### src/hw/rtl/i2cbs_pkg.sv
`timescale 1ns / 1ps
`default_nettype none

package i2cbs_pkg;

    // Command codes carried on the input stream.
    typedef enum logic [2:0] {
        OP_NONE     = 3'd0,
        OP_START    = 3'd1,
        OP_STOP     = 3'd2,
        OP_WRITE    = 3'd3,
        OP_READ     = 3'd4,
        OP_RESTART  = 3'd5,
        OP_UNSTICK  = 3'd6
    } op_t;

    // Sequencer steps.
    typedef enum logic [4:0] {
        PH_IDLE,
        PH_S1, PH_S2, PH_S3,
        PH_P1, PH_P2, PH_P3,
        PH_WLOW, PH_WHIGH, PH_WACKLOW, PH_WACKHI1, PH_WACKHI2,
        PH_RLOW, PH_RHIGH, PH_RACKLOW, PH_RACKHI,
        PH_RS1, PH_RS2, PH_RS3, PH_RS4,
        PH_U0, PH_UL, PH_UH, PH_UP1, PH_UP2, PH_UP3
    } phase_t;

    // Bits in one data byte.
    localparam logic [3:0] BYTE_BITS = 4'd8;

    // Reset value of the half period register.
    localparam logic [15:0] HALF_PERIOD_RESET = 16'd250;

    // One result word.
    typedef struct packed {
        logic [7:0] rx_byte;
        logic       status;
        logic       done_res;
        logic       busy_res;
        logic       sda_release;
        logic       scl_release;
    } result_t;

endpackage

`default_nettype wire

### src/hw/rtl/i2cbs_core.sv
`timescale 1ns / 1ps
`default_nettype none

module i2cbs_core
    import i2cbs_pkg::*;
#(
    parameter int UNSTICK_PULSES = 9,
    parameter int DELAY_BITS     = 16
)
(
    input  wire logic        clk,
    input  wire logic        rst_n,
    input  wire logic        step,
    input  wire logic [2:0]  operation,
    input  wire logic [7:0]  tx_byte,
    input  wire logic        read_nack,
    input  wire logic        sda_in,
    input  wire logic [15:0] half_period,
    output result_t          res_next
);

    localparam logic [32:0] DLY_MAX = (33'd1 << DELAY_BITS) - 33'd1;
    localparam logic [3:0]  PULSE_LIMIT = 4'(UNSTICK_PULSES);

    phase_t                phase_reg, phase_next;
    logic [DELAY_BITS-1:0] delay_count_reg, delay_count_next;
    logic [3:0]            bit_count_reg, bit_count_next;
    logic [7:0]            shifter_reg, shifter_next;
    logic [3:0]            pulse_count_reg, pulse_count_next;
    logic                  scl_drive_reg, scl_drive_next;
    logic                  sda_drive_reg, sda_drive_next;
    logic                  ack_flag_reg, ack_flag_next;
    logic                  nack_choice_reg, nack_choice_next;
    logic [7:0]            rx_hold_reg, rx_hold_next;
    logic                  done_next;

    logic [32:0]           hp_ext;
    logic [DELAY_BITS-1:0] h_sat, dly_h, dly_q, dly_e, q_raw, e_raw;
    logic [3:0]            bc_inc, pc_inc;

    // Step delays: H saturated to the counter and kept at least one, Q and E from it.
    always_comb
    begin
        hp_ext = 33'(half_period);
        if (hp_ext > DLY_MAX)
        begin
            h_sat = DLY_MAX[DELAY_BITS-1:0];
        end
        else
        begin
            h_sat = hp_ext[DELAY_BITS-1:0];
        end
        dly_h = (h_sat == '0) ? DELAY_BITS'(1) : h_sat;
        q_raw = dly_h >> 1;
        e_raw = dly_h >> 2;
        dly_q = (q_raw == '0) ? DELAY_BITS'(1) : q_raw;
        dly_e = (e_raw == '0) ? DELAY_BITS'(1) : e_raw;
    end

    always_comb
    begin
        phase_next       = phase_reg;
        delay_count_next = delay_count_reg;
        bit_count_next   = bit_count_reg;
        shifter_next     = shifter_reg;
        pulse_count_next = pulse_count_reg;
        scl_drive_next   = scl_drive_reg;
        sda_drive_next   = sda_drive_reg;
        ack_flag_next    = ack_flag_reg;
        nack_choice_next = nack_choice_reg;
        rx_hold_next     = rx_hold_reg;
        done_next        = 1'b0;
        bc_inc           = bit_count_reg + 4'd1;
        pc_inc           = pulse_count_reg + 4'd1;

        if (phase_reg == PH_IDLE)
        begin
            unique case (op_t'(operation))
                OP_START:
                begin
                    sda_drive_next   = 1'b1;
                    scl_drive_next   = 1'b1;
                    phase_next       = PH_S1;
                    delay_count_next = dly_q;
                end
                OP_STOP:
                begin
                    sda_drive_next   = 1'b0;
                    phase_next       = PH_P1;
                    delay_count_next = dly_h;
                end
                OP_WRITE:
                begin
                    bit_count_next   = 4'd0;
                    sda_drive_next   = tx_byte[7];
                    shifter_next     = {tx_byte[6:0], 1'b0};
                    phase_next       = PH_WLOW;
                    delay_count_next = dly_h;
                end
                OP_READ:
                begin
                    nack_choice_next = read_nack;
                    shifter_next     = 8'd0;
                    bit_count_next   = 4'd0;
                    sda_drive_next   = 1'b1;
                    phase_next       = PH_RLOW;
                    delay_count_next = dly_h;
                end
                OP_RESTART:
                begin
                    sda_drive_next   = 1'b1;
                    phase_next       = PH_RS1;
                    delay_count_next = dly_h;
                end
                OP_UNSTICK:
                begin
                    scl_drive_next   = 1'b1;
                    sda_drive_next   = 1'b1;
                    pulse_count_next = 4'd0;
                    phase_next       = PH_U0;
                    delay_count_next = dly_h;
                end
                default:
                begin
                end
            endcase
        end
        else if (delay_count_reg > DELAY_BITS'(1))
        begin
            delay_count_next = delay_count_reg - DELAY_BITS'(1);
        end
        else
        begin
            unique case (phase_reg)
                PH_S1:
                begin
                    sda_drive_next = 1'b0;
                    phase_next = PH_S2;
                    delay_count_next = dly_h;
                end
                PH_S2:
                begin
                    scl_drive_next = 1'b0;
                    phase_next = PH_S3;
                    delay_count_next = dly_h;
                end
                PH_P1:
                begin
                    scl_drive_next = 1'b1;
                    phase_next = PH_P2;
                    delay_count_next = dly_q;
                end
                PH_P2:
                begin
                    sda_drive_next = 1'b1;
                    phase_next = PH_P3;
                    delay_count_next = dly_q;
                end
                PH_WLOW:
                begin
                    scl_drive_next = 1'b1;
                    phase_next = PH_WHIGH;
                    delay_count_next = dly_q;
                end
                PH_WHIGH:
                begin
                    scl_drive_next = 1'b0;
                    bit_count_next = bc_inc;
                    if (bc_inc < BYTE_BITS)
                    begin
                        sda_drive_next = shifter_reg[7];
                        shifter_next = {shifter_reg[6:0], 1'b0};
                        phase_next = PH_WLOW;
                    end
                    else
                    begin
                        sda_drive_next = 1'b1;
                        phase_next = PH_WACKLOW;
                    end
                    delay_count_next = dly_h;
                end
                PH_WACKLOW:
                begin
                    scl_drive_next = 1'b1;
                    phase_next = PH_WACKHI1;
                    delay_count_next = dly_e;
                end
                PH_WACKHI1:
                begin
                    ack_flag_next = sda_in;
                    phase_next = PH_WACKHI2;
                    delay_count_next = dly_e;
                end
                PH_WACKHI2:
                begin
                    scl_drive_next = 1'b0;
                    done_next = 1'b1;
                end
                PH_RLOW:
                begin
                    scl_drive_next = 1'b1;
                    phase_next = PH_RHIGH;
                    delay_count_next = dly_q;
                end
                PH_RHIGH:
                begin
                    shifter_next = {shifter_reg[6:0], sda_in};
                    scl_drive_next = 1'b0;
                    bit_count_next = bc_inc;
                    if (bc_inc < BYTE_BITS)
                    begin
                        phase_next = PH_RLOW;
                    end
                    else
                    begin
                        sda_drive_next = nack_choice_reg;
                        phase_next = PH_RACKLOW;
                    end
                    delay_count_next = dly_h;
                end
                PH_RACKLOW:
                begin
                    scl_drive_next = 1'b1;
                    phase_next = PH_RACKHI;
                    delay_count_next = dly_q;
                end
                PH_RACKHI:
                begin
                    scl_drive_next = 1'b0;
                    sda_drive_next = 1'b1;
                    rx_hold_next = shifter_reg;
                    done_next = 1'b1;
                end
                PH_RS1:
                begin
                    scl_drive_next = 1'b1;
                    phase_next = PH_RS2;
                    delay_count_next = dly_h;
                end
                PH_RS2:
                begin
                    sda_drive_next = 1'b0;
                    phase_next = PH_RS3;
                    delay_count_next = dly_h;
                end
                PH_RS3:
                begin
                    scl_drive_next = 1'b0;
                    phase_next = PH_RS4;
                    delay_count_next = dly_h;
                end
                PH_U0:
                begin
                    if (sda_in)
                    begin
                        done_next = 1'b1;
                    end
                    else
                    begin
                        scl_drive_next = 1'b0;
                        phase_next = PH_UL;
                        delay_count_next = dly_h;
                    end
                end
                PH_UL:
                begin
                    scl_drive_next = 1'b1;
                    phase_next = PH_UH;
                    delay_count_next = dly_h;
                end
                PH_UH:
                begin
                    pulse_count_next = pc_inc;
                    if (sda_in || (pc_inc >= PULSE_LIMIT))
                    begin
                        sda_drive_next = 1'b0;
                        phase_next = PH_UP1;
                    end
                    else
                    begin
                        scl_drive_next = 1'b0;
                        phase_next = PH_UL;
                    end
                    delay_count_next = dly_h;
                end
                PH_UP1:
                begin
                    scl_drive_next = 1'b1;
                    phase_next = PH_UP2;
                    delay_count_next = dly_h;
                end
                PH_UP2:
                begin
                    sda_drive_next = 1'b1;
                    phase_next = PH_UP3;
                    delay_count_next = dly_h;
                end
                default:
                begin
                    // Final wait steps of start, stop and the like simply end.
                    done_next = 1'b1;
                end
            endcase

            if (done_next)
            begin
                phase_next = PH_IDLE;
                delay_count_next = '0;
            end
        end
    end

    always_ff @(posedge clk or negedge rst_n)
    begin
        if (!rst_n)
        begin
            phase_reg       <= PH_IDLE;
            delay_count_reg <= '0;
            bit_count_reg   <= 4'd0;
            shifter_reg     <= 8'd0;
            pulse_count_reg <= 4'd0;
            scl_drive_reg   <= 1'b1;
            sda_drive_reg   <= 1'b1;
            ack_flag_reg    <= 1'b0;
            nack_choice_reg <= 1'b0;
            rx_hold_reg     <= 8'd0;
        end
        else if (step)
        begin
            phase_reg       <= phase_next;
            delay_count_reg <= delay_count_next;
            bit_count_reg   <= bit_count_next;
            shifter_reg     <= shifter_next;
            pulse_count_reg <= pulse_count_next;
            scl_drive_reg   <= scl_drive_next;
            sda_drive_reg   <= sda_drive_next;
            ack_flag_reg    <= ack_flag_next;
            nack_choice_reg <= nack_choice_next;
            rx_hold_reg     <= rx_hold_next;
        end
    end

    always_comb
    begin
        res_next.scl_release = scl_drive_next;
        res_next.sda_release = sda_drive_next;
        res_next.busy_res    = (phase_next != PH_IDLE);
        res_next.done_res    = done_next;
        res_next.status      = ack_flag_next;
        res_next.rx_byte     = rx_hold_next;
    end

endmodule

`default_nettype wire

### src/hw/rtl/i2cbs_out_reg.sv
`timescale 1ns / 1ps
`default_nettype none

module i2cbs_out_reg
    import i2cbs_pkg::*;
(
    input  wire logic    clk,
    input  wire logic    rst_n,
    input  wire logic    load,
    input  wire result_t res_in,
    input  wire logic    m_tready,
    output logic         m_tvalid,
    output logic         ready,
    output result_t      res_out
);

    logic    valid_reg;
    result_t res_reg;

    // A new word may enter when the slot is empty or is being drained.
    assign ready    = !valid_reg || m_tready;
    assign m_tvalid = valid_reg;
    assign res_out  = res_reg;

    always_ff @(posedge clk or negedge rst_n)
    begin
        if (!rst_n)
        begin
            valid_reg <= 1'b0;
        end
        else if (load)
        begin
            valid_reg <= 1'b1;
        end
        else if (m_tready)
        begin
            valid_reg <= 1'b0;
        end
    end

    always_ff @(posedge clk)
    begin
        if (load)
        begin
            res_reg <= res_in;
        end
    end

endmodule

`default_nettype wire

### src/hw/rtl/i2c_master_byte_sequencer_unit.sv
`timescale 1ns / 1ps
`default_nettype none
// Each result word is registered and shows on m_tdata the cycle after its word is taken.
// One word per cycle; s_tready drops only while a held result is stalled.
// Each input word is one timing tick; the sequencer state advances once per word.
// Reset (rst_n low, asynchronous): sequencer idle, both lines released, counters,
// status and received byte cleared, output slot empty, half period set to 250.

module i2c_master_byte_sequencer_unit
    import i2cbs_pkg::*;
#(
    parameter int UNSTICK_PULSES = 9,
    parameter int DELAY_BITS     = 16
)
(
    input  wire logic        clk,
    input  wire logic        rst_n,

    // Half period register write port.
    input  wire logic        cfg_we,
    input  wire logic [15:0] cfg_wdata,

    // Input words, one per timing tick.
    input  wire logic        s_tvalid,
    output logic             s_tready,
    // s_tdata fields from bit 0: tx_byte[7:0], read_nack, sda_in, zero padding.
    input  wire logic [15:0] s_tdata,
    // s_tuser fields from bit 0: operation[2:0].
    input  wire logic [2:0]  s_tuser,

    // Result words, one per input word.
    output logic             m_tvalid,
    input  wire logic        m_tready,
    // m_tdata fields from bit 0: scl_release, sda_release, busy_res, done_res,
    // status, rx_byte[7:0], zero padding.
    output logic [15:0]      m_tdata
);

    // The SCL half period in ticks. It is sampled by the sequencer each time a
    // step loads its delay, so a change mid-command shows at the next step.
    logic [15:0] half_period_reg;

    always_ff @(posedge clk or negedge rst_n)
    begin
        if (!rst_n)
        begin
            half_period_reg <= HALF_PERIOD_RESET;
        end
        else if (cfg_we)
        begin
            half_period_reg <= cfg_wdata;
        end
    end

    // A word is taken whenever the output slot can take its result.
    logic    accept;
    result_t res_next;
    result_t res_out;

    assign accept = s_tvalid && s_tready;

    // The sequencer works out the state after this tick combinationally from
    // the word and its own registers, and commits it on the accept edge.
    i2cbs_core #(
        .UNSTICK_PULSES (UNSTICK_PULSES),
        .DELAY_BITS     (DELAY_BITS)
    ) u_core (
        .clk         (clk),
        .rst_n       (rst_n),
        .step        (accept),
        .operation   (s_tuser),
        .tx_byte     (s_tdata[7:0]),
        .read_nack   (s_tdata[8]),
        .sda_in      (s_tdata[9]),
        .half_period (half_period_reg),
        .res_next    (res_next)
    );

    // The output register holds the result while the consumer stalls, and lets
    // the next word in on the same cycle that the held one is taken.
    i2cbs_out_reg u_out (
        .clk      (clk),
        .rst_n    (rst_n),
        .load     (accept),
        .res_in   (res_next),
        .m_tready (m_tready),
        .m_tvalid (m_tvalid),
        .ready    (s_tready),
        .res_out  (res_out)
    );

    assign m_tdata = {3'b000, res_out.rx_byte, res_out.status, res_out.done_res,
                      res_out.busy_res, res_out.sda_release, res_out.scl_release};

    // A completed command is never reported as still running.
    assert property (@(posedge clk) disable iff (!rst_n)
        m_tvalid |-> !(res_out.done_res && res_out.busy_res))
        else $error("done and busy set in the same result word");

    // Every accepted word leaves a result in the output slot.
    assert property (@(posedge clk) disable iff (!rst_n)
        accept |=> m_tvalid)
        else $error("accepted word produced no result");

    // A stalled result must block new words so it is not overwritten.
    assert property (@(posedge clk) disable iff (!rst_n)
        (m_tvalid && !m_tready) |-> !s_tready)
        else $error("input taken while a result is stalled");

    // An empty output slot always lets a word in.
    assert property (@(posedge clk) disable iff (!rst_n)
        !m_tvalid |-> s_tready)
        else $error("input blocked with an empty output slot");

endmodule

`default_nettype wire

### config.mk
export PLATFORM = sky130hd
export DESIGN_NAME = i2c_master_byte_sequencer_unit
export DESIGN_NICKNAME = d
export VERILOG_FILES = /design/src/hw/rtl/i2cbs_pkg.sv /design/src/hw/rtl/i2cbs_core.sv /design/src/hw/rtl/i2cbs_out_reg.sv /design/src/hw/rtl/i2c_master_byte_sequencer_unit.sv
export SDC_FILE = /design/constraint.sdc
export NUM_CORES = 1
export LEC_CHECK = 0
export CORE_MARGIN = 5
export CORE_UTILIZATION = 62
export DETAILED_ROUTE_END_ITERATION = 7
export DONT_BUFFER_PORTS = 1
export PLACE_DENSITY = 0.78
export REMOVE_ABC_BUFFERS = 1
export SLEW_MARGIN = 5
export SYNTH_ARGS = -nofsm -noshare
export SYNTH_HDL_FRONTEND = slang
export SYNTH_HIERARCHICAL = 1
export SYNTH_SLANG_ARGS = --single-unit
export TNS_END_PERCENT = 10
### constraint.sdc
create_clock -name clk -period 3.4 [get_ports clk]
set_input_delay 0.51 -clock clk [delete_from_list [all_inputs] [get_ports clk]]
set_output_delay 0.51 -clock clk [all_outputs]
set_load 0.02 [all_outputs]
Word level (Yosys, flattened, before mapping)
Cells that the tools add are included.
Storage, ports and cells
  input bits: 40
  bits in registers: 79
  output and inout bits: 18
  logic and storage cells: 147
Operators by class
  add/sub/neg operators: 3
  eq/ne operators: 34
  multiplexer cells: 56
  reductions and logical operators: 33
  magnitude comparators: 3
Operator list (count)
  $pmux 5 s19: 1
  $mux 16: 5
  $pmux 16 s4: 1
  $logic_not 16->1: 3
  $mux 8: 6
  $eq 5x4->1 const B: 8
  $eq 5x5->1 const B: 8
  $mux 4: 9
  $pmux 16 s2: 1
  $pmux 8 s2: 2
  $pmux 5 s6: 1
  $mux 5: 4
  $mux 1: 18
  $reduce_or 18->1: 1
  $gt 16x1->1 const B: 1
  $sub 16x1->16 const B: 1
  $eq 5x3->1 const B: 3
  $mux 15: 1
  $mux 14: 1
  $reduce_and 4->1: 3
  $reduce_or 2->1: 6
  $reduce_or 11->1: 1
  $reduce_or 5->1: 2
  $eq 3x3->1 const B: 3
  31 further kinds: 39

Logic depth before layout (Yosys ltp)
  depth in word-level cells: 9
  gate-level depth with buffers: 11
  gate-level depth less buffers: 8

Cells and area by module
The synthesis kept the hierarchy.
Modules (own cells, without submodules)
  i2cbs_core: cells an instance 520, seq. area each 1228.7 µm², instances 1, area each 4166.5 µm²
  i2c_master_byte_sequencer_unit: cells an instance 39, seq. area each 407.9 µm², instances 1, area each 689.4 µm²
  i2cbs_out_reg: cells an instance 16, seq. area each 415.4 µm², instances 1, area each 437.9 µm²

Worst setup path before layout
No wires, ideal clock.
  kind: register to register
  start point: register u_core.delay_count_reg[10]
  end point: register u_out.res_reg (netlist bit u_out/res_out[4]) (data pin)
  buffers on the path: 2
  setup slack: 0.546 ns
  data required time: 3.149 ns
  stages on the path, launching flop included: 8
  data arrival time: 2.602 ns
  period minus slack after synthesis: 2.854 ns
  library setup time: 0.251 ns
  path through: dfrtp_1 > or4_1 > or4_1 > buf_2 > or3_4 > nor4_4 > mux2_2 > buf_4
Between the ends
  word-level cells in the longest chain between the ends: 3
Ends and longest elaborated chain
  start, declared: RTL line i2cbs_core.sv:26  | logic [DELAY_BITS-1:0] delay_count_reg, delay_count_next;
  start signal, assigned: RTL line i2cbs_core.sv:331  | delay_count_reg <= delay_count_next;
  $gt 16x1->1: RTL line i2cbs_core.sv:128  | else if (delay_count_reg > DELAY_BITS'(1))
  $mux 1: RTL line i2cbs_core.sv:128
  $mux 1: RTL line i2cbs_core.sv:76  | if (phase_reg == PH_IDLE)
  net u_core.ack_flag_next: RTL line i2cbs_core.sv:32  | logic ack_flag_reg, ack_flag_next;
  end signal, assigned: RTL line i2cbs_out_reg.sv:45  | res_reg <= res_in;
  end, declared: RTL line i2cbs_out_reg.sv:18  | result_t res_reg;
The timed path passes the listed nets, and every way through them passes these cells.
A chain may end at the register's enable or synchronous reset.

==> key figures <==
Setup path
  • Data required time at the worst endpoint: 3.60 ns
  • Category of the worst setup path capture point: register
  • Origin of the critical flop-to-flop path: u_core/delay_count_reg[8]
  • Crit path from: u_core/delay_count_reg[8]
  • Cell chain of the critical path: or4_1, or4_1, or3_4, a2111oi_1, nor4_1, nand4_1
  • WP data arrival: 3.32 ns
  • Critical path's largest stage delay: 0.63 ns
  • Critical path peak fanout: 13
  • CP Launch Type: register
  • Category of the most critical setup path: reg -> reg
  • Highest-delay cell along the critical path: sky130_fd_sc_hd__a2111oi_1
  • Most prevalent standard cell on the critical path: sky130_fd_sc_hd__or4_1

Clock tree
  • Maximum clock insertion buffer count: 2
  • Clock sink count: 79
  • Hold_buf cts: 2
  • H-tree levels: 3
  • TritonCTS clock tree: yes
  • Clk slew on worst S/H paths: 0.09 ns
  • Clock buffer count from CTS: 9
  • Source-to-sink clock delay at the later pin of the worst-skew pair: 0.34 ns
  • Number of gates resized after CTS: 0
  • Count of buffers added by post-CTS timing repair for setup: 0
  • Root buffer cell: sky130_fd_sc_hd__clkbuf_8

STA
  • Share of the clock period used by the worst path after layout: 0.918
  • Relative slew slack: 0.324
  • Peak Freq: 0.320 GHz
  • Final-layout setup total negative slack: 0 ns
  • Final Hold Fails: 0
  • Skew final: 0.0134 ns
  • Min Clock Period, post-route: 3.12 ns
  • Final count of pins violating max slew: 0
  • Unrepaired setup endpoints after global routing: no
  • Finish-stage setup viols: 0
  • Transition time at the pin with the least slew margin: 1.01 ns

Floorplan
  • Full die area: 10,500 um^2
  • I/O pins: 58
  • Initial core utilization: 0.641
  • Chip width: 102 um
  • Core Footprint: 8260 um^2
  • Number of cell rows: 33
  • Chip Height: 102 um

Route
  • Post-DR vias/cell: 6.78
  • Mean routed wirelength per cell: 19.5 um
  • 1st-iter DRT viols: 396
  • Remaining antenna violation count after routing: 0
  • WL final: 13,000 um
  • Remaining routing DRC violations: 0
  • Vias: 4,500
  • Pre-antenna DRT Iters: 5

Power
  • Power density of the placed cells: 537 nW/um^2
  • Switching power total: 1.17 mW
  • Internal Pwr Total: 1.79 mW
  • Part of the total power dissipated in the clock network: 0.210
  • VDD IR max: 0.301 mV
  • Standby leakage power: 2.17 nW
  • Part of the power in registers: 0.455
  • Comb power frac: 0.335
  • Post-layout power: 2.96 mW
  • Share of total power consumed by net switching: 0.395

GRT
  • Vias in the first global route: 4,513
  • Met3 usage: 0.0444
  • Wire length of the first global-routing pass: 22,000 um
  • Total overflow reported by the global router: 0
  • Largest net degree at the start of global routing: 65
  • Met1 routing resource usage after global routing: 0.339
  • Busiest grt layer: met2
  • Total track usage: 0.261
  • Number of antenna violations at the first check in global routing: 0
  • Met2 layer usage reported by global route: 0.441

Layout
  • Number of inserted filler cells in the final layout: 671
  • Synthesis-to-finish area growth: 4.02%
  • Share of final-layout standard cells stronger than drive strength 1: 0.179
  • Final design instance area without fill: 5510 um^2
  • Area used by multi-input combinational logic: 2950 um^2
  • Highest-count cells in the layout ignoring fill and taps: 58 x sky130_fd_sc_hd__dfrtp_1, 52 x sky130_fd_sc_hd__a21oi_1, 47 x sky130_fd_sc_hd__o21ai_0
  • Total Nets Final: 599
  • Sequential Area: 2050 um^2
  • Leading cell type in the layout, fill and taps excluded: sky130_fd_sc_hd__dfrtp_1
  • Number of diodes added for antenna fixing: 0
  • Number of cells in the finished layout apart from fillers: 664

Logic synthesis
  • Number of flops mapped to enable cells by yosys: 13
  • Share of synthesized flip-flops with an asynchronous set or reset: 0.835
  • Ys flop type: sky130_fd_sc_hd__dfrtp_1
  • Synthesized area per cell: 9.21 um^2
  • Number of standard cells after synthesis: 575
  • Seq/Total Area, Yosys: 0.388
  • Synthesis warning total: 6
  • Combined area of all synthesized cells: 5290 um^2
  • Number of distinct library cells after synthesis: 75
  • Seq cells post-synth: 79

Place
  • Number of placed instances with taps included: 646
  • Global placement routability congestion: 0.946
  • Quantity of I/O buffers inserted on ports: 0
  • Placement-stage cell area: 5300 um^2
  • Dpl hpwl: 8860 um

Outcome
  • Result of the run: finished, final reports clean

Job
  • Max-cap check violation count: 0

Hold path
  • Worst hold-check path type: in -> async
[per-stage QoR]
| stage | setup WS, ns | util | hold WS, ns |
|---|---|---|---|
| floorplan | -0.379 | - | 0.214 |
| CTS | 0.320 | 0.667 | 0.0275 |
| global placement | 0.395 | 0.641 | 0.216 |
| detailed placement | 0.330 | 0.641 | 0.216 |
| global route | 0.107 | 0.667 | 0.0365 |
| finish | 0.279 | 0.667 | 0.0161 |
[routing by layer]
metal,wire [um],up-vias,share of wire
li1,-,2110,-
met1,5440,2141,0.42
met2,6300,234,0.49
met3,1060,15,0.081
met4,169,0,0.013
met5,0,-,0
[power groups by stage]
stage	registers, mW	logic [mW]	clock network [mW]
floorplan	1.30	0.724	0
finish	1.35	0.990	0.623
CTS	1.34	0.978	0.637
global route	1.37	1.10	0.675
detailed placement	1.36	0.951	0
global placement	1.35	0.927	0
[worst max-delay path, delay by kind of cell (launching register included)]
kind             cells  cell delay (ns)
flip-flops           1             0.45
AO/OA/AOI/OAI        1             0.63
AND/OR/NAND/NOR      5             1.90
[final cells by class]
cell class / instances / area share
clock buffers: 11 / 0.0239
clock inverters: 5 / 0.00750
inverters: 11 / 0.00750
multi-input cells: 435 / 0.536
flip-flops and latches: 79 / 0.373
well taps: 105 / 0.0239
repair buffers: 18 / 0.0286
[path summary, 6_finish.rpt]
kind / to / slack, ns / cells past startpoint
setup / recovery: u_out/res_out[2] / 0.28 / 6
setup reg to reg: u_out/res_out[2] / 0.28 / 6
hold / removal: u_core/delay_count_reg[0] / 0.02 / 1
hold reg to reg: u_core/sda_drive_reg / 0.50 / 2
min in group clk: half_period_reg[3] / 0.30 / 1
max in group asynchronous: u_core/scl_drive_reg / 2.63 / 1
[cells by family after synthesis]
kind of cell,synth area share
AND/OR/NAND/NOR,0.188
AO/OA/AOI/OAI,0.233
flip-flops,0.388
buffers and inverters,0.0572
multiplexers,0.108
XOR/XNOR,0.0132
adder cells (fa/ha/maj),0.0118
other,0.000708
[Yosys cell counts, drive strengths merged, types with 4 or more instances]
cell    number  share of area
o22ai        7         0.0083
dfstp        8          0.040
nor4        15          0.021
inv         11         0.0078
edfxtp      13          0.074
nor3        15          0.015
xor2         5         0.0083
a21oi       52          0.049
dfrtp       58           0.27
o21ai       52          0.049
mux2        36          0.084
buf         14          0.022
a22oi        7         0.0099
or4          6         0.0085
and3         9          0.011
nand2b       7          0.010
nand3       14          0.013
clkbuf      38          0.027
nand2       41          0.029
or2          5         0.0059
a211oi       7         0.0099
o221ai       8          0.020
nor2b        7         0.0083
or3          4         0.0066
nor2        43          0.032
mux2i       13          0.025
ha           5          0.012
a22o        12          0.020
a32oi        4         0.0066
nor3b        4         0.0057
nand4        5         0.0059
Note: power is estimated with default switching activity, not from simulation.
